### src/design/skt_pkg.sv
// Package for the sorted key table.
// Holds the default sizes, the operation and status codes, the controller states
// and the output control struct. It depends on nothing.
package skt_pkg;

  localparam int unsigned CAPACITY_DEF = 16;
  localparam int unsigned KEY_BITS_DEF = 31;

  typedef enum logic [1:0] {
    KIND_INSERT = 2'd0,
    KIND_DELETE = 2'd1,
    KIND_DUMP   = 2'd2,
    KIND_NOP    = 2'd3
  } kind_e;

  typedef enum logic [1:0] {
    ST_OK        = 2'd0,
    ST_FULL      = 2'd1,
    ST_NOT_FOUND = 2'd2,
    ST_EMPTY     = 2'd3
  } status_e;

  typedef enum logic [2:0] {
    S_IDLE,
    S_START,
    S_INS_SCAN,
    S_INS_HEAD,
    S_DEL_SCAN,
    S_DUMP,
    S_FIN
  } state_e;

  typedef struct packed {
    logic    ld;
    status_e status;
    logic    last;
  } out_ctl_t;

endpackage

### src/design/skt_if.sv
// Handshake channels of the sorted key table: the command channel and the result channel.
// Each carries valid, ready and the word. Depends on skt_pkg for default widths.
interface skt_in_if import skt_pkg::*; #(
  parameter int unsigned KEY_W = KEY_BITS_DEF
);
  logic             valid;
  logic             ready;
  logic [1:0]       kind;
  logic [KEY_W-1:0] key;

  modport source (output valid, kind, key, input ready);
  modport sink (input valid, kind, key, output ready);
endinterface

interface skt_out_if import skt_pkg::*; #(
  parameter int unsigned KEY_W = KEY_BITS_DEF,
  parameter int unsigned CNT_W = $clog2(CAPACITY_DEF + 1)
);
  logic             valid;
  logic             ready;
  logic [1:0]       status;
  logic [KEY_W-1:0] entry_key;
  logic [CNT_W-1:0] entry_count;
  logic             last;

  modport source (output valid, status, entry_key, entry_count, last, input ready);
  modport sink (input valid, status, entry_key, entry_count, last, output ready);
endinterface

### src/design/skt_ram.sv
// Generic simple dual-port RAM with one write port and one registered read port.
// Depends on nothing.
module skt_ram #(
  parameter int unsigned WIDTH = 8,
  parameter int unsigned DEPTH = 16
) (
  input  logic                     clk_i,
  input  logic                     we_i,
  input  logic [$clog2(DEPTH)-1:0] waddr_i,
  input  logic [WIDTH-1:0]         wdata_i,
  input  logic                     re_i,
  input  logic [$clog2(DEPTH)-1:0] raddr_i,
  output logic [WIDTH-1:0]         rdata_o
);

  logic [WIDTH-1:0] mem [DEPTH];
  logic [WIDTH-1:0] rdata_q;

  always_ff @(posedge clk_i) begin
    if (we_i) begin
      mem[waddr_i] <= wdata_i;
    end
    if (re_i) begin
      rdata_q <= mem[raddr_i];
    end
  end

  assign rdata_o = rdata_q;

endmodule

### src/design/skt_ctrl.sv
// Controller of the sorted key table: scans the key RAM, shifts entries on insert and
// delete, streams them on dump and keeps the key count.
// Depends on skt_pkg and skt_in_if.
module skt_ctrl import skt_pkg::*; #(
  parameter int unsigned CAPACITY = CAPACITY_DEF,
  parameter int unsigned KEY_BITS = KEY_BITS_DEF,
  localparam int unsigned AW = $clog2(CAPACITY),
  localparam int unsigned CW = $clog2(CAPACITY + 1)
) (
  input  logic                clk_i,
  input  logic                rst_ni,
  skt_in_if.sink              in_i,
  input  logic                out_free_i,
  input  logic [KEY_BITS-1:0] rd_data_i,
  output logic                ram_we_o,
  output logic [AW-1:0]       ram_waddr_o,
  output logic [KEY_BITS-1:0] ram_wdata_o,
  output logic                ram_re_o,
  output logic [AW-1:0]       ram_raddr_o,
  output out_ctl_t            out_ctl_o,
  output logic [KEY_BITS-1:0] out_key_o,
  output logic [CW-1:0]       out_count_o
);

  state_e              state_q, state_d;
  kind_e               op_q, op_d;
  logic [KEY_BITS-1:0] key_q, key_d;
  logic [AW-1:0]       idx_q, idx_d;
  logic [CW-1:0]       count_q, count_d;
  logic                found_q, found_d;
  status_e             status_q, status_d;
  logic [AW-1:0]       last_idx;
  logic                is_full;
  logic                is_empty;
  logic                at_last;
  logic                not_smaller;
  logic                hit;

  assign last_idx    = AW'(count_q - CW'(1));
  assign is_full     = (count_q == CW'(CAPACITY));
  assign is_empty    = (count_q == '0);
  assign at_last     = (idx_q == last_idx);
  assign not_smaller = (rd_data_i >= key_q);
  assign hit         = (rd_data_i == key_q);

  always_comb begin
    state_d = state_q;
    unique case (state_q)
      S_IDLE: begin
        if (in_i.valid) begin
          state_d = S_START;
        end
      end
      S_START: begin
        unique case (op_q)
          KIND_INSERT: begin
            if (is_full) begin
              state_d = S_FIN;
            end else if (is_empty) begin
              state_d = S_INS_HEAD;
            end else begin
              state_d = S_INS_SCAN;
            end
          end
          KIND_DELETE: state_d = is_empty ? S_FIN : S_DEL_SCAN;
          KIND_DUMP:   state_d = is_empty ? S_FIN : S_DUMP;
          KIND_NOP:    state_d = S_FIN;
          default:     state_d = S_FIN;
        endcase
      end
      S_INS_SCAN: begin
        if (!not_smaller) begin
          state_d = S_FIN;
        end else if (idx_q == '0) begin
          state_d = S_INS_HEAD;
        end
      end
      S_INS_HEAD: state_d = S_FIN;
      S_DEL_SCAN: begin
        if (at_last) begin
          state_d = S_FIN;
        end
      end
      S_DUMP: begin
        if (out_free_i && at_last) begin
          state_d = S_IDLE;
        end
      end
      S_FIN: begin
        if (out_free_i) begin
          state_d = S_IDLE;
        end
      end
      default: state_d = S_IDLE;
    endcase
  end

  always_comb begin
    in_i.ready  = 1'b0;
    ram_we_o    = 1'b0;
    ram_waddr_o = idx_q + AW'(1);
    ram_wdata_o = rd_data_i;
    ram_re_o    = 1'b0;
    ram_raddr_o = idx_q;
    op_d        = op_q;
    key_d       = key_q;
    idx_d       = idx_q;
    count_d     = count_q;
    found_d     = found_q;
    status_d    = status_q;
    out_ctl_o   = '{ld: 1'b0, status: ST_OK, last: 1'b0};
    out_key_o   = '0;
    out_count_o = count_q;
    unique case (state_q)
      S_IDLE: begin
        in_i.ready = 1'b1;
        if (in_i.valid) begin
          op_d  = kind_e'(in_i.kind);
          key_d = in_i.key;
        end
      end
      S_START: begin
        status_d = ST_OK;
        found_d  = 1'b0;
        unique case (op_q)
          KIND_INSERT: begin
            if (is_full) begin
              status_d = ST_FULL;
            end else if (!is_empty) begin
              ram_re_o    = 1'b1;
              ram_raddr_o = last_idx;
              idx_d       = last_idx;
            end
          end
          KIND_DELETE, KIND_DUMP: begin
            if (is_empty) begin
              status_d = (op_q == KIND_DUMP) ? ST_EMPTY : ST_NOT_FOUND;
            end else begin
              ram_re_o    = 1'b1;
              ram_raddr_o = '0;
              idx_d       = '0;
            end
          end
          default: status_d = ST_OK;
        endcase
      end
      S_INS_SCAN: begin
        ram_we_o = 1'b1;
        if (not_smaller) begin
          if (idx_q != '0) begin
            ram_re_o    = 1'b1;
            ram_raddr_o = idx_q - AW'(1);
            idx_d       = idx_q - AW'(1);
          end
        end else begin
          ram_wdata_o = key_q;
          count_d     = count_q + CW'(1);
        end
      end
      S_INS_HEAD: begin
        ram_we_o    = 1'b1;
        ram_waddr_o = '0;
        ram_wdata_o = key_q;
        count_d     = count_q + CW'(1);
      end
      S_DEL_SCAN: begin
        if (found_q) begin
          ram_we_o    = 1'b1;
          ram_waddr_o = idx_q - AW'(1);
        end else if (hit) begin
          found_d = 1'b1;
        end
        if (at_last) begin
          if (found_q || hit) begin
            count_d = count_q - CW'(1);
          end else begin
            status_d = ST_NOT_FOUND;
          end
        end else begin
          ram_re_o    = 1'b1;
          ram_raddr_o = idx_q + AW'(1);
          idx_d       = idx_q + AW'(1);
        end
      end
      S_DUMP: begin
        if (out_free_i) begin
          out_ctl_o = '{ld: 1'b1, status: ST_OK, last: at_last};
          out_key_o = rd_data_i;
          if (!at_last) begin
            ram_re_o    = 1'b1;
            ram_raddr_o = idx_q + AW'(1);
            idx_d       = idx_q + AW'(1);
          end
        end
      end
      S_FIN: begin
        if (out_free_i) begin
          out_ctl_o = '{ld: 1'b1, status: status_q, last: 1'b1};
        end
      end
      default: in_i.ready = 1'b0;
    endcase
  end

  always_ff @(posedge clk_i or negedge rst_ni) begin
    if (!rst_ni) begin
      state_q <= S_IDLE;
      count_q <= '0;
      found_q <= 1'b0;
    end else begin
      state_q <= state_d;
      count_q <= count_d;
      found_q <= found_d;
    end
  end

  always_ff @(posedge clk_i) begin
    op_q     <= op_d;
    key_q    <= key_d;
    idx_q    <= idx_d;
    status_q <= status_d;
  end

`ifndef ASSERT_OFF
  a_no_rw_same_entry: assert property (@(posedge clk_i) disable iff (!rst_ni)
    ram_we_o && ram_re_o |-> ram_waddr_o != ram_raddr_o)
    else $error("RAM read and write hit the same entry in one cycle");

  a_count_bound: assert property (@(posedge clk_i) disable iff (!rst_ni)
    count_q <= CW'(CAPACITY))
    else $error("Key count exceeds the table capacity");

  a_count_step: assert property (@(posedge clk_i) disable iff (!rst_ni)
    count_q != $past(count_q) |-> $past(state_q) == S_INS_SCAN ||
      $past(state_q) == S_INS_HEAD || $past(state_q) == S_DEL_SCAN)
    else $error("Key count changed outside an insert or delete");

  a_ld_state: assert property (@(posedge clk_i) disable iff (!rst_ni)
    out_ctl_o.ld |-> state_q == S_DUMP || state_q == S_FIN)
    else $error("Result word loaded outside a dump or finish step");
`endif

endmodule

### src/design/sorted_key_table.sv
// Sorted key table top level: the key RAM, the controller and the result register.
// Depends on skt_pkg, skt_if, skt_ram and skt_ctrl.
//
//   channel  dir  word fields                              accepted when
//   in_i     in   kind, key                                valid && ready
//   out_o    out  status, entry_key, entry_count, last     valid && ready
//
// On an insert the RAM is scanned downward one entry per cycle while each key not smaller
// moves up one place. A delete always scans the whole table upward.
// A dump gives one word per cycle while out_o is ready; the RAM read port sets that.
// Reset clears the count and the controller state; the RAM holds no reset value.
// A command is taken only when the previous one has finished.
module sorted_key_table import skt_pkg::*; #(
  parameter int unsigned CAPACITY = CAPACITY_DEF,
  parameter int unsigned KEY_BITS = KEY_BITS_DEF
) (
  input  logic     clk_i,
  input  logic     rst_ni,
  skt_in_if.sink   in_i,
  skt_out_if.source out_o
);

  localparam int unsigned AW = $clog2(CAPACITY);
  localparam int unsigned CW = $clog2(CAPACITY + 1);

  logic                ram_we;
  logic [AW-1:0]       ram_waddr;
  logic [KEY_BITS-1:0] ram_wdata;
  logic                ram_re;
  logic [AW-1:0]       ram_raddr;
  logic [KEY_BITS-1:0] ram_rdata;
  out_ctl_t            out_ctl;
  logic [KEY_BITS-1:0] out_key;
  logic [CW-1:0]       out_count;
  logic                out_free;

  logic                out_valid_q, out_valid_d;
  status_e             out_status_q;
  logic [KEY_BITS-1:0] out_key_q;
  logic [CW-1:0]       out_count_q;
  logic                out_last_q;

  skt_ram #(
    .WIDTH (KEY_BITS),
    .DEPTH (CAPACITY)
  ) u_ram (
    .clk_i   (clk_i),
    .we_i    (ram_we),
    .waddr_i (ram_waddr),
    .wdata_i (ram_wdata),
    .re_i    (ram_re),
    .raddr_i (ram_raddr),
    .rdata_o (ram_rdata)
  );

  skt_ctrl #(
    .CAPACITY (CAPACITY),
    .KEY_BITS (KEY_BITS)
  ) u_ctrl (
    .clk_i       (clk_i),
    .rst_ni      (rst_ni),
    .in_i        (in_i),
    .out_free_i  (out_free),
    .rd_data_i   (ram_rdata),
    .ram_we_o    (ram_we),
    .ram_waddr_o (ram_waddr),
    .ram_wdata_o (ram_wdata),
    .ram_re_o    (ram_re),
    .ram_raddr_o (ram_raddr),
    .out_ctl_o   (out_ctl),
    .out_key_o   (out_key),
    .out_count_o (out_count)
  );

  assign out_free = !out_valid_q || out_o.ready;

  always_comb begin
    out_valid_d = out_valid_q;
    if (out_ctl.ld) begin
      out_valid_d = 1'b1;
    end else if (out_o.ready) begin
      out_valid_d = 1'b0;
    end
  end

  always_ff @(posedge clk_i or negedge rst_ni) begin
    if (!rst_ni) begin
      out_valid_q <= 1'b0;
    end else begin
      out_valid_q <= out_valid_d;
    end
  end

  always_ff @(posedge clk_i) begin
    if (out_ctl.ld) begin
      out_status_q <= out_ctl.status;
      out_key_q    <= out_key;
      out_count_q  <= out_count;
      out_last_q   <= out_ctl.last;
    end
  end

  assign out_o.valid       = out_valid_q;
  assign out_o.status      = out_status_q;
  assign out_o.entry_key   = out_key_q;
  assign out_o.entry_count = out_count_q;
  assign out_o.last        = out_last_q;

`ifndef ASSERT_OFF
  a_full_count: assert property (@(posedge clk_i) disable iff (!rst_ni)
    out_o.valid && out_o.status == ST_FULL |-> out_o.entry_count == CW'(CAPACITY))
    else $error("Full status reported while the table is not full");

  a_empty_word: assert property (@(posedge clk_i) disable iff (!rst_ni)
    out_o.valid && out_o.status == ST_EMPTY |-> out_o.entry_count == '0 && out_o.last)
    else $error("Empty status reported with keys stored or without last");

  a_key_only_ok: assert property (@(posedge clk_i) disable iff (!rst_ni)
    out_o.valid && out_o.entry_key != '0 |-> out_o.status == ST_OK)
    else $error("Nonzero key in a word that does not report success");
`endif

endmodule
### src/flat_wrapper.sv
// flat-port wrapper written by rule: the top's interface ports become plain ports
module sorted_key_table_flat import skt_pkg::*;
#(
  parameter int unsigned CAPACITY = CAPACITY_DEF,
  parameter int unsigned KEY_BITS = KEY_BITS_DEF
)
  (clk_i, rst_ni, in_i_valid, in_i_kind, in_i_key, in_i_ready, out_o_valid, out_o_status, out_o_entry_key, out_o_entry_count, out_o_last, out_o_ready);
  skt_in_if in_i_i ();
  skt_out_if out_o_i ();
  input  logic clk_i;
  input  logic rst_ni;
  input wire logic [$bits(in_i_i.valid)-1:0] in_i_valid;
  input wire logic [$bits(in_i_i.kind)-1:0] in_i_kind;
  input wire logic [$bits(in_i_i.key)-1:0] in_i_key;
  output wire logic [$bits(in_i_i.ready)-1:0] in_i_ready;
  output wire logic [$bits(out_o_i.valid)-1:0] out_o_valid;
  output wire logic [$bits(out_o_i.status)-1:0] out_o_status;
  output wire logic [$bits(out_o_i.entry_key)-1:0] out_o_entry_key;
  output wire logic [$bits(out_o_i.entry_count)-1:0] out_o_entry_count;
  output wire logic [$bits(out_o_i.last)-1:0] out_o_last;
  input wire logic [$bits(out_o_i.ready)-1:0] out_o_ready;
  assign in_i_i.valid = in_i_valid;
  assign in_i_i.kind = in_i_kind;
  assign in_i_i.key = in_i_key;
  assign in_i_ready = in_i_i.ready;
  assign out_o_valid = out_o_i.valid;
  assign out_o_status = out_o_i.status;
  assign out_o_entry_key = out_o_i.entry_key;
  assign out_o_entry_count = out_o_i.entry_count;
  assign out_o_last = out_o_i.last;
  assign out_o_i.ready = out_o_ready;
  sorted_key_table #(.CAPACITY(CAPACITY), .KEY_BITS(KEY_BITS)) u_core (.clk_i(clk_i), .rst_ni(rst_ni), .in_i(in_i_i), .out_o(out_o_i));
endmodule
### config.mk
export PLATFORM = sky130hd
export DESIGN_NAME = sorted_key_table_flat
export DESIGN_NICKNAME = d
export VERILOG_FILES = /design/src/design/skt_pkg.sv /design/src/design/skt_if.sv /design/src/design/skt_ram.sv /design/src/design/skt_ctrl.sv /design/src/design/sorted_key_table.sv /design/src/flat_wrapper.sv
export SDC_FILE = /design/constraint.sdc
export NUM_CORES = 1
export LEC_CHECK = 0
export BUFFER_PORTS_ARGS = -buffer_cell sky130_fd_sc_hd__buf_2
export CAP_MARGIN = 5
export CORE_ASPECT_RATIO = 1.2
export CORE_MARGIN = 5
export CORE_UTILIZATION = 40
export CTS_CLUSTER_DIAMETER = 30
export DETAILED_ROUTE_END_ITERATION = 7
export HOLD_SLACK_MARGIN = 0.08
export PLACE_DENSITY = 0.62
export SLEW_MARGIN = 30
export SYNTH_ARGS = -nofsm -noshare
export SYNTH_HDL_FRONTEND = slang
export SYNTH_SLANG_ARGS = --single-unit
### constraint.sdc
create_clock -name clk_i -period 6.1 [get_ports clk_i]
set_clock_uncertainty 0.2 [all_clocks]
set_input_delay 0 -clock clk_i [delete_from_list [all_inputs] [get_ports clk_i]]
set_output_delay 0 -clock clk_i [all_outputs]
set_load 0.005 [all_outputs]
## After elaboration in Yosys (flattened, before gate mapping)

Memory sizes are Yosys's and may differ from the RTL's. A register that Yosys moved wholly into a read port is not among the register bits.
Cells that the tools add are included.
Widths: inputs -> output; s select.

| storage, ports and cells | value |
|---|---|
| register bits after elaboration | 88 |
| memory bits (writable) | 496 |
| input bits | 37 |
| output and inout bits | 41 |
| logic and storage cells | 114 |
| memories kept | 1 |

| cells by class | value |
|---|---|
| add/subtract/negate cells | 4 |
| order comparisons | 1 |
| eq/ne operators | 20 |
| multiplexer cells | 57 |
| reduce and logical (&&, ||, !) cells | 19 |

Memory list:

| name | depth | bits a word | rd ports | clocked after memory_dff | write ports | RTL line | source |
|---|---|---|---|---|---|---|---|
| u_core.u_ram.mem | 16 | 31 | 1 | 1 | 1 | skt_ram.sv:16 | `logic [WIDTH-1:0] mem [DEPTH];` |

Operator list:

| operator | number |
|---|---|
| $pmux 31 s2 | 1 |
| $mux 4 | 10 |
| $eq 31x31->1 | 1 |
| $ge 31x31->1 | 1 |
| $mux 31 | 1 |
| $pmux 4 s2 | 3 |
| $mux 3 | 7 |
| $pmux 3 s7 | 1 |
| $mux 1 | 17 |
| $pmux 4 s4 | 1 |
| $mux 5 | 3 |
| $pmux 5 s3 | 1 |
| $ne 2x2->1 const B | 7 |
| $pmux 3 s4 | 1 |
| $mux 2 | 5 |
| $eq 3x3->1 const B | 3 |
| $pmux 2 s2 | 2 |
| $eq 3x2->1 const B | 2 |
| $pmux 1 s2 | 3 |
| $add 5x1->5 const B | 1 |
| $eq 5x5->1 const B | 1 |
| $logic_not 5->1 | 1 |
| $reduce_and 5->1 | 1 |
| $sub 5x1->5 const B | 1 |
| 21 further kinds | 26 |

## Depth between registers and ports, before layout

Gate-level depths: netlist of run 1.

| logic depth | value |
|---|---|
| word-level depth | 5 |
| depth in mapped cells | 18 |

## Cells and area by module

Synthesis of run 1 repeated with hierarchy kept, for this count alone.

| unflattened totals | value |
|---|---|
| cell total of the unflattened synthesis | 1328 |
| area total of the unflattened synthesis | 24908.9 µm² |

Modules (own cells, without submodules):

| module | times used | cells an instance | area each (µm²) | sequential area each (µm²) |
|---|---|---|---|---|
| skt_ram | 1 | 812 | 19558.8 | 15825.2 |
| skt_ctrl | 1 | 474 | 4131.5 | 1356.3 |
| sorted_key_table | 1 | 42 | 1218.7 | 1196.1 |

## Worst setup path after synthesis of run 1

No wires, ideal clock.

| timing path | value |
|---|---|
| path type | reg-to-reg |
| start | register u_core.u_ram.rdata_q[29], in the netlist u_core.u_ram.rdata_o[29], read port of u_core.u_ram.mem |
| end | register u_core.u_ram.rdata_q[0], in the netlist u_core.u_ram.rdata_o[0], read port of u_core.u_ram.mem (enable) |
| data arrival time | 3991 ps |
| data required time | 5438 ps |
| path slack | 1447 ps |
| stages on the path, launching flop included | 9 |
| path buffers | 0 |
| clock period less this slack | 4653 ps |
| cells stage by stage | edfxtp_1 -> ha_1 -> nand4_1 -> and4bb_1 -> and3_1 -> a2111o_1 -> or2_1 -> nand2_1 -> o21ai_0 |

| between the ends | value |
|---|---|
| word-level cells in the longest chain between the ends | 3 |
| elaborated cells between the ends (all ways) | 5 |

Ends and longest elaborated chain:

| element | RTL line | source |
|---|---|---|
| start, declared | skt_ram.sv:17 | `logic [WIDTH-1:0] rdata_q;` |
| $ge 31x31->1 | skt_ctrl.sv:43 | `assign not_smaller = (rd_data_i >= key_q);` |
| $mux 1 | skt_ctrl.sv:149 | `if (not_smaller) begin` |
| $pmux 1 s4 | skt_ctrl.sv:114 | `unique case (state_q)` |
| named net u_core.ram_re | sorted_key_table.sv:29 | `logic ram_re;` |

The timed path passes the listed nets, and every way through them passes these cells.
A chain may end at the register's enable or synchronous reset.

## Worst setup path in the final report of run 1

| timing path | value |
|---|---|
| start | register u_core.u_ram.rdata_q[30], in the netlist u_core.u_ram.rdata_o[30], read port of u_core.u_ram.mem |
| end | register u_core.u_ram.rdata_q[15], in the netlist u_core.u_ram.rdata_o[15], read port of u_core.u_ram.mem, data pin |

| between the ends | value |
|---|---|
| word-level cells in the longest chain between the ends | 3 |
| elaborated cells between the ends (all ways) | 5 |

Ends and longest elaborated chain:

| element | RTL line |
|---|---|
| $ge 31x31->1 (*) | skt_ctrl.sv:43 |
| $mux 4 or $mux 1 (tied branches) | skt_ctrl.sv:149 |
| $pmux 4 s4 or $pmux 1 s4 (tied branches) | skt_ctrl.sv:114 |

Every way passes the cells marked *; elsewhere a longest branch is shown, timed or not.

==> metrics, run 1 <==
crit start category=register; period utilization=86.0%; synthesized cell area=0.0258 mm²; required time worst endpoint=6.24 ns; vias per cell=5.66; dpl hpwl=39800 µm; top-count cell post-synth=edfxtp_1; die height=288 µm; Starting Density=40.2%; WL/cell=24.0 µm; Final Core Density=49.5%; largest net degree at the start of global routing=94; dpl ws=0.976 ns; Total Wirelength=69200 µm; asr flop ratio synth=1.63%; TritonCTS Sinks=615; latest clock arrival within the worst-skew pair=0.65 ns; layout cell share with drive strength beyond 1=21.0%; worst relative slew slack=31.9%; max frequency=191 MHz; setup ws final=0.856 ns; Mapped Cells=1743; Fillers=5426; die area=0.0697 mm²; Post-synth top cells=601 x edfxtp_1, 124 x a21oi_1, 109 x o21ai_0; R2R Path Start=u_core.u_ram.rdata_o[30]; CORE AREA=0.0642 mm²; Seq/Total Area, Yosys=71.2%; final setup fails=0; worst setup path class=reg -> reg; CP Max Fanout=15; antenna violations before repair=1; # IOs=78; Congestion Overflow GR=0; Yosys top cell area share=70.0%; Num CTS Buffers=100; r2r worst-path depth=12; FF+latch count, synth=615; ANT nets after route=0; # nets final=2048; Die X=242 µm; max-cap violation count=0; Register Area=0.0184 mm²; r2r setup slk=0.86 ns; total number of vias=16400; area growth from synthesis to layout=23.2%; global placer's final weighted congestion=0.894; vias in the first global route=16400; Worst-Margin Slew=1.02 ns; Final min period=5.24 ns; EDFF count, synth=601; top_reg_cell synth=edfxtp_1; Yosys cell types=81; cell taking the most area after synthesis=edfxtp_1; area of the multi-input gates=0.00688 mm²; clock root cell=clkbuf_16; first drt pass iteration count=5; Final Max Slew Viols=0; Arr. time, crit path=5.38 ns; clock buffer depth=3; Worst R2R End=u_core.u_ram.rdata_o[15]; Syn. warnings=0; total negative slack=0 ns; CTS tree=built; Mapped Nets=1821; H-Tree Level Count=3; Post-CTS Setup Inserts=0; worst hold slack=0.243 ns; Crit. End Element=register; Worst-path clk slew=0.05 ns; # DRC=0; first-pass GRT wire length=103000 µm; Hold Fails Final Rpt=0; syn avg cell area=14.8 µm²; synth top area cells=edfxtp_1 70%, mux2i_1 3.7%, mux2_2 2.6%, a21oi_1 2.4%, o21ai_0 2.1%; antenna cells=0; Port Buf Inserts=77; Total GRT Usage=19.4%; status=finished, final reports clean; HP Class=in -> async; RSZ-0062 raised after global routing=false; Rows=102; Starting DRT DRC Count=1453
-- layout make-up --
| cell class | instances | share of cell area (%) |
|---|---|---|
| clock inverters | 76 | 2.60 |
| flip-flops and latches | 615 | 57.8 |
| well taps | 832 | 3.28 |
| multi-input cells | 973 | 21.7 |
| repair buffers | 232 | 5.82 |
| clock buffers | 111 | 8.24 |
| inverters | 48 | 0.567 |
-- state kept, by name, indices dropped and copies added (netlist names) --
name                       flops
u_core.u_ram.mem             496
u_core.out_o.entry_key        31
u_core.u_ctrl.key_q           31
u_core.u_ram.rdata_o          31
u_core.out_o.entry_count       5
u_core.u_ctrl.out_count_o      5
u_core.u_ctrl.idx_q            4
u_core.u_ctrl.state_q          3
u_core.out_o.status            2
u_core.u_ctrl.op_q             2
u_core.u_ctrl.status_q         2
u_core.out_o.last              1
u_core.out_o.valid             1
u_core.u_ctrl.found_q          1
-- critical path, stage by stage, from the launching register on --
cell       delay [ns]
edfxtp_1         0.43
ha_1             0.40
nand4_1          0.30
and4bb_1         0.27
and3_1           0.19
a2111o_1         0.51
or2_1            0.35
a21o_2           0.26
nor2_4           0.33
buf_4            0.35
mux2_2           0.37
a2111oi_0        0.75
o2111ai_1        0.20
-- repair_timing --
item,in CTS,in global routing
hold buffers,71,0
endpoints found under the hold margin,84,0
gates resized for setup,0,0
-- cells by family after synthesis --
| kind of cell | share of synthesized area, % |
|---|---|
| muxes | 6.52 |
| and+or+nand+nor | 6.77 |
| xor gates and xnor gates | 0.529 |
| buffers and inverters | 2.76 |
| DFF | 71.2 |
| AOI/OAI and AO/OA | 10.2 |
| adders and majority gates | 1.99 |
-- layout by cell type, fill, tap and decap left out, drive strengths merged, types with 4 or more instances in the layout --
master and count:
nor2 42, o22ai 6, xor2 8, nand4 6, clkinv 41, o31a 4, a21oi 124, and3 5
buf 161, mux2 64, clkinvlp 12, clkbuf 111, inv 57, nor3 13, o21ai 137, nor2b 9
nand2b 5, a31oi 4, a2111oi 31, mux2i 95, and2 37, nor4 6, o22a 31, nand2 106
bufinv 14, ha 41, o21a 5, o2111ai 33, edfxtp 601, dlygate4sd3 71, dfrtp 10, dfxtp 4
xnor2 5, a211oi 5, nand3 103
-- metrics by stage --
step	instances	instance area, µm²
after floorplan	1743	25800
after global placement	2627	27600
after detailed placement	2629	27600
after CTS	2887	31800
after global routing	2887	31800
final	2887	31800
-- worst max-delay path by stage --
stage	start	to	slack, ns	cells after the start
after global routing	u_core.u_ctrl.state_q[0]	u_core.u_ram.rdata_o[15]	0.71	10
after floorplan	u_core.u_ram.rdata_o[29]	u_core.u_ram.rdata_o[0]	1.45	8
after detailed placement	u_core.u_ram.rdata_o[30]	u_core.u_ram.rdata_o[15]	0.98	12
after global placement	u_core.u_ram.rdata_o[30]	u_core.u_ram.rdata_o[15]	0.98	12
after CTS	u_core.u_ram.rdata_o[30]	u_core.u_ram.rdata_o[15]	0.96	12
final	u_core.u_ram.rdata_o[30]	u_core.u_ram.rdata_o[15]	0.86	12
-- metal layers --
layer  GRT usage (%)  share of wire (%)  up-vias
li1                -                  -     7280
met4            8.02                3.3        0
met2            32.5                 49      694
met5               0                  0        -
met1            25.4                 41     8240
met3            3.25                6.6      140
Power of run 1 is not shown: default switching activity piles up to over one toggle a cycle in this logic, so the estimate is an artifact.
==> run 2: changes to the inputs <==
- REMOVE_ABC_BUFFERS: default -> 1
- SETUP_SLACK_MARGIN: default -> 0.3
==> run 2 against run 1 <==
Effect of this change: clock-buffer cell count grew 5; global-route usage rose by 0.73 points; sequential cell count did not move; hold slack got worse by 0.052 ns; critical endpoint is now u_core.u_ram.rdata_o[16]; non-clock buffer count is 4 lower; final cell count rose by 0.14%; cell area is 0.29% higher; sequential share of layout area down 0.17 points; critical path depth did not move; die area is the same; register-to-register slack got worse by 0.14 ns; wire length rose by 3.5%.
==> metrics, run 2 (synthesis results as in run 1) <==
worst relative slew slack=35.7% (was 31.9%); CP Max Fanout=47 (was 15); Num CTS Buffers=103 (was 100); HP Class=in -> async (unchanged); max frequency=186 MHz (was 191 MHz); dpl hpwl=40100 µm (was 39800 µm); Total GRT Usage=20.1% (was 19.4%); Register Area=0.0184 mm² (unchanged); status=finished, final reports clean (unchanged); # IOs=78 (unchanged); global placer's final weighted congestion=0.888 (was 0.894); largest net degree at the start of global routing=94 (unchanged); Die X=242 µm (unchanged); post-CTS resize count=0 (unchanged); # DRC=0 (unchanged); cts hold-fix bufs=71 (unchanged); final setup fails=0 (unchanged); setup ws final=0.720 ns (was 0.856 ns); max FFs per register=496 (unchanged); first drt pass iteration count=6 (was 5); ANT nets after route=0 (unchanged); Largest Register=u_core.u_ram.mem (unchanged); vias in the first global route=16800 (was 16400); r2r setup slk=0.72 ns (was 0.86 ns); Crit. End Element=register (unchanged); dpl ws=0.694 ns (was 0.976 ns); TritonCTS Sinks=615 (unchanged); max-cap violation count=0 (unchanged); CORE AREA=0.0642 mm² (unchanged); r2r worst-path depth=12 (unchanged); total number of vias=16700 (was 16400); clock buffer depth=3 (unchanged); required time worst endpoint=6.24 ns (about the same); crit start category=register (unchanged); crit path from=u_core.u_ram.rdata_o[25] (was u_core.u_ram.rdata_o[30]); Worst-path clk slew=0.05 ns (about the same); area growth from synthesis to layout=23.5% (was 23.2%); period utilization=88.2% (was 86.0%); Congestion Overflow GR=0 (unchanged); WL/cell=24.8 µm (was 24.0 µm); Final min period=5.38 ns (was 5.24 ns); RSZ-0062 raised after global routing=false (unchanged); H-Tree Level Count=3 (unchanged); vias per cell=5.79 (was 5.66); commonest cells after routing, fill and taps aside=601 x edfxtp_1, 123 x a21oi_1, 107 x o21ai_0, 107 x clkbuf_16, 105 x nand2_1 (was 601 x edfxtp_1, 123 x a21oi_1, 107 x o21ai_0); latest clock arrival within the worst-skew pair=0.66 ns (was 0.65 ns); Total Wirelength=71600 µm (was 69200 µm); Starting DRT DRC Count=1590 (was 1453); area of the multi-input gates=0.00690 mm² (was 0.00688 mm²); die height=288 µm (unchanged); Hold Fails Final Rpt=0 (unchanged); R2R Path Start=u_core.u_ram.rdata_o[25] (was u_core.u_ram.rdata_o[30]); # nets final=2047 (was 2048); antenna violations before repair=0 (was 1); Arr. time, crit path=5.52 ns (was 5.38 ns); Fillers=5362 (was 5426); antenna cells=0 (unchanged); Port Buf Inserts=77 (unchanged); Worst R2R End=u_core.u_ram.rdata_o[16] (was u_core.u_ram.rdata_o[15]); first-pass GRT wire length=107000 µm (was 103000 µm); Post-CTS Setup Inserts=0 (unchanged); Rows=102 (unchanged); Starting Density=40.2% (unchanged); CTS tree=built (unchanged); worst setup path class=reg -> reg (unchanged); clock root cell=clkbuf_16 (unchanged); layout cell share with drive strength beyond 1=21.7% (was 21.0%); Final Max Slew Viols=0 (unchanged); Worst-Margin Slew=0.940 ns (was 1.02 ns); die area=0.0697 mm² (unchanged); commonest non-fill, non-tap cell in the layout=edfxtp_1 (unchanged)
-- run 2: worst max path at each step --
| stage | end |
|---|---|
| 2_1_floorplan | u_core.u_ram.rdata_o[0] |
| 3_3_place_gp | u_core.u_ram.rdata_o[16] |
| 3_5_place_dp | u_core.u_ram.rdata_o[16] |
| 4_1_cts | u_core.u_ram.rdata_o[16] |
| 5_1_grt | u_core.u_ram.rdata_o[10] |
| 6_report | u_core.u_ram.rdata_o[16] |
-- run 2: metal layers --
metal	wire length, µm	GRT usage (%)
met5	0	0
met3	5680	3.82
met2	35000	33.5
met1	28800	26.5
met4	2210	7.68
-- run 2: cell type report --
cell class	instances	share of cell area, %
timing repair buffer	228	5.67
sequential	615	57.7
multi-input combinational	973	21.7
inverter	48	0.565
clock inverter	79	2.65
clock buffer	116	8.51
tap	832	3.27
-- run 2: per-stage QoR --
stage / hold slack [ns] / cell area, µm² / utilization (%) / instances / setup TNS (ns)
2_1_floorplan: -0.496 / 25300 / - / 1636 / -38.14
3_3_place_gp: -0.306 / 27600 / 42.9 / 2624 / 0
3_5_place_dp: -0.298 / 27600 / 43.0 / 2625 / 0
4_1_cts: 0.180 / 31900 / 49.6 / 2891 / 0
5_1_grt: 0.267 / 31900 / 49.6 / 2891 / 0
6_report: 0.191 / 31900 / 49.6 / 2891 / 0
-- run 2: critical path, stage by stage (launching register included) --
cell,delay [ns]
edfxtp_1,0.47
ha_1,0.33
nand4_1,0.21
and4bb_1,0.36
and3_1,0.31
a2111o_1,0.59
or2_1,0.37
a21o_2,0.25
nor2_4,0.20
buf_12,0.33
mux2_2,0.37
a2111oi_0,0.85
o2111ai_1,0.20
Power of run 2 is left out for the same reason.
==> run 3: changes to the inputs <==
- CORE_MARGIN: 5 -> 2
- clock period: 6.1 -> 6 ns (I/O delays scaled with it)
==> run 3 against run 2 <==
Effect of this change: first-iteration DRC count decreased by 6.3%; sequential share of layout area increased by 0.057 points; highest routed layer unchanged; wire length decreased by 1.8%; non-clock buffer count increased by 1; clock-buffer cell count decreased by 7; fmax increased by 1.7%.
==> metrics, run 3 (synthesis results as in run 1) <==
delay-heaviest family, CP=compound AO/OA/AOI/OAI gates (unchanged); H-Tree Level Count=3 (unchanged); Total GRT Usage=21.1% (was 20.1%); Rows=102 (unchanged); Crit. End Element=register (unchanged); area of the multi-input gates=0.00688 mm² (was 0.00690 mm²); global placer's final weighted congestion=0.875 (was 0.888); Final Max Slew Viols=0 (unchanged); post-CTS resize count=0 (unchanged); max-cap violation count=0 (unchanged); CORE AREA=0.0642 mm² (unchanged); HP Class=in -> reg (was in -> async); Port Buf Inserts=77 (unchanged); Slowest-stage cell, CP=a2111oi_0 (unchanged); clock root cell=clkbuf_16 (unchanged); worst relative slew slack=34.3% (was 35.7%); # DRC=0 (unchanged); required time worst endpoint=6.13 ns (was 6.24 ns); clock buffer depth=3 (unchanged); first-pass GRT wire length=104000 µm (was 107000 µm); max frequency=189 MHz (was 186 MHz); Worst-Margin Slew=0.983 ns (was 0.940 ns); first drt pass iteration count=6 (unchanged); status=finished, final reports clean (unchanged); Starting Density=40.2% (unchanged); Congestion Overflow GR=0 (unchanged); r2r worst-path depth=12 (unchanged); R2R Path Start=u_core.u_ram.rdata_o[25] (unchanged); max FFs per register=496 (unchanged); area growth from synthesis to layout=23.4% (was 23.5%); period utilization=88.2% (about the same); TritonCTS Sinks=615 (unchanged); die area=0.0665 mm² (was 0.0697 mm²); Total Wirelength=70300 µm (was 71600 µm); largest net degree at the start of global routing=94 (unchanged); CTS tree=built (unchanged); die height=282 µm (was 288 µm); total number of vias=16300 (was 16700); WL/cell=24.4 µm (was 24.8 µm); commonest cells after routing, fill and taps aside=601 x edfxtp_1, 123 x a21oi_1, 108 x o21ai_0 (was 601 x edfxtp_1, 123 x a21oi_1, 107 x o21ai_0, 107 x clkbuf_16, 105 x nand2_1); vias in the first global route=16300 (was 16800); r2r setup slk=0.71 ns (was 0.72 ns); ANT nets after route=0 (unchanged); layout cell share with drive strength beyond 1=21.0% (was 21.7%); Worst R2R End=u_core.u_ram.rdata_o[11] (was u_core.u_ram.rdata_o[16]); Post-Place Cells=2627 (was 2625); Hold Crit Depth=3; # nets final=2043 (was 2047); Largest Register=u_core.u_ram.mem (unchanged); crit-path cells=ha_1, nand4_1, and4bb_1, and3_1, a2111o_1, or2_1, a21o_2, nor2_4, buf_12, mux2_2, a2111oi_0, o2111ai_1 (unchanged); # IOs=78 (unchanged); Final min period=5.29 ns (was 5.38 ns); crit start category=register (unchanged); Arr. time, crit path=5.42 ns (was 5.52 ns); cts hold-fix bufs=70 (was 71); CP Max Fanout=53 (was 47); final setup fails=0 (unchanged); Die X=236 µm (was 242 µm); antenna violations before repair=0 (unchanged); fin cells=2881 (was 2891); slowest stage delay, CP=0.74 ns (was 0.85 ns); Register Area=0.0184 mm² (unchanged); vias per cell=5.66 (was 5.79); RSZ-0062 raised after global routing=false (unchanged); Starting DRT DRC Count=1490 (was 1590); latest clock arrival within the worst-skew pair=0.66 ns (about the same); worst path bufs/invs=1 (unchanged); Hold Fails Final Rpt=0 (unchanged); worst hold path startpoint=in_i_valid; Fillers=5316 (was 5362); worst setup path class=reg -> reg (unchanged); antenna cells=0 (unchanged); dpl hpwl=38600 µm (was 40100 µm); WHS Endpoint=u_core.u_ctrl.key_q[0]; Post-CTS Setup Inserts=0 (unchanged); Worst-path clk slew=0.06 ns (was 0.05 ns); commonest non-fill, non-tap cell in the layout=edfxtp_1 (unchanged); Num CTS Buffers=98 (was 103)
[run 3: worst min-delay path, delay by kind of cell]
kind	cells	cell delay, ns
AND/OR/NAND/NOR	1	0.23
buffers and inverters	2	0.64
[run 3: through the flow]
| stage | area (µm²) | worst slack (ns) | hold slack [ns] | util, % | setup TNS, ns |
|---|---|---|---|---|---|
| after CTS | 31800 | 0.704 | 0.136 | 49.6 | 0 |
| after detailed placement | 27700 | 0.770 | -0.303 | 43.1 | 0 |
| after global placement | 27700 | 0.790 | -0.303 | 43.1 | 0 |
| after floorplan | 25300 | -1.34 | -0.496 | - | -41.34 |
| after global routing | 31800 | 0.655 | 0.169 | 49.6 | 0 |
| final | 31800 | 0.710 | 0.173 | 49.6 | 0 |
[run 3: cell type report]
cell class,instances,area share (%)
inverters,48,0.566
clock inverters,75,2.99
repair buffers,229,5.92
well taps,832,3.27
clock buffers,109,7.90
flip-flops and latches,615,57.7
multi-input cells,973,21.6
[run 3: how the worst max path moves through the flow]
stage	start	end	slack, ns	cells after the start
2_1_floorplan	u_core.u_ram.rdata_o[22]	u_core.u_ram.rdata_o[0]	-1.34	11
3_3_place_gp	u_core.u_ram.rdata_o[25]	u_core.u_ram.rdata_o[11]	0.79	12
3_5_place_dp	u_core.u_ram.rdata_o[25]	u_core.u_ram.rdata_o[11]	0.77	12
4_1_cts	u_core.u_ram.rdata_o[25]	u_core.u_ram.rdata_o[11]	0.70	12
5_1_grt	u_core.u_ram.rdata_o[25]	u_core.u_ram.rdata_o[11]	0.66	12
6_report	u_core.u_ram.rdata_o[25]	u_core.u_ram.rdata_o[11]	0.71	12
[run 3: routing by layer]
layer	vias up	wire length (µm)	GRT usage (%)
li1	7256	-	-
met4	0	1920	8.30
met2	738	34900	35.8
met1	8191	27900	26.6
met3	125	5600	4.52
met5	-	0	0
Power of run 3 is left out for the same reason.
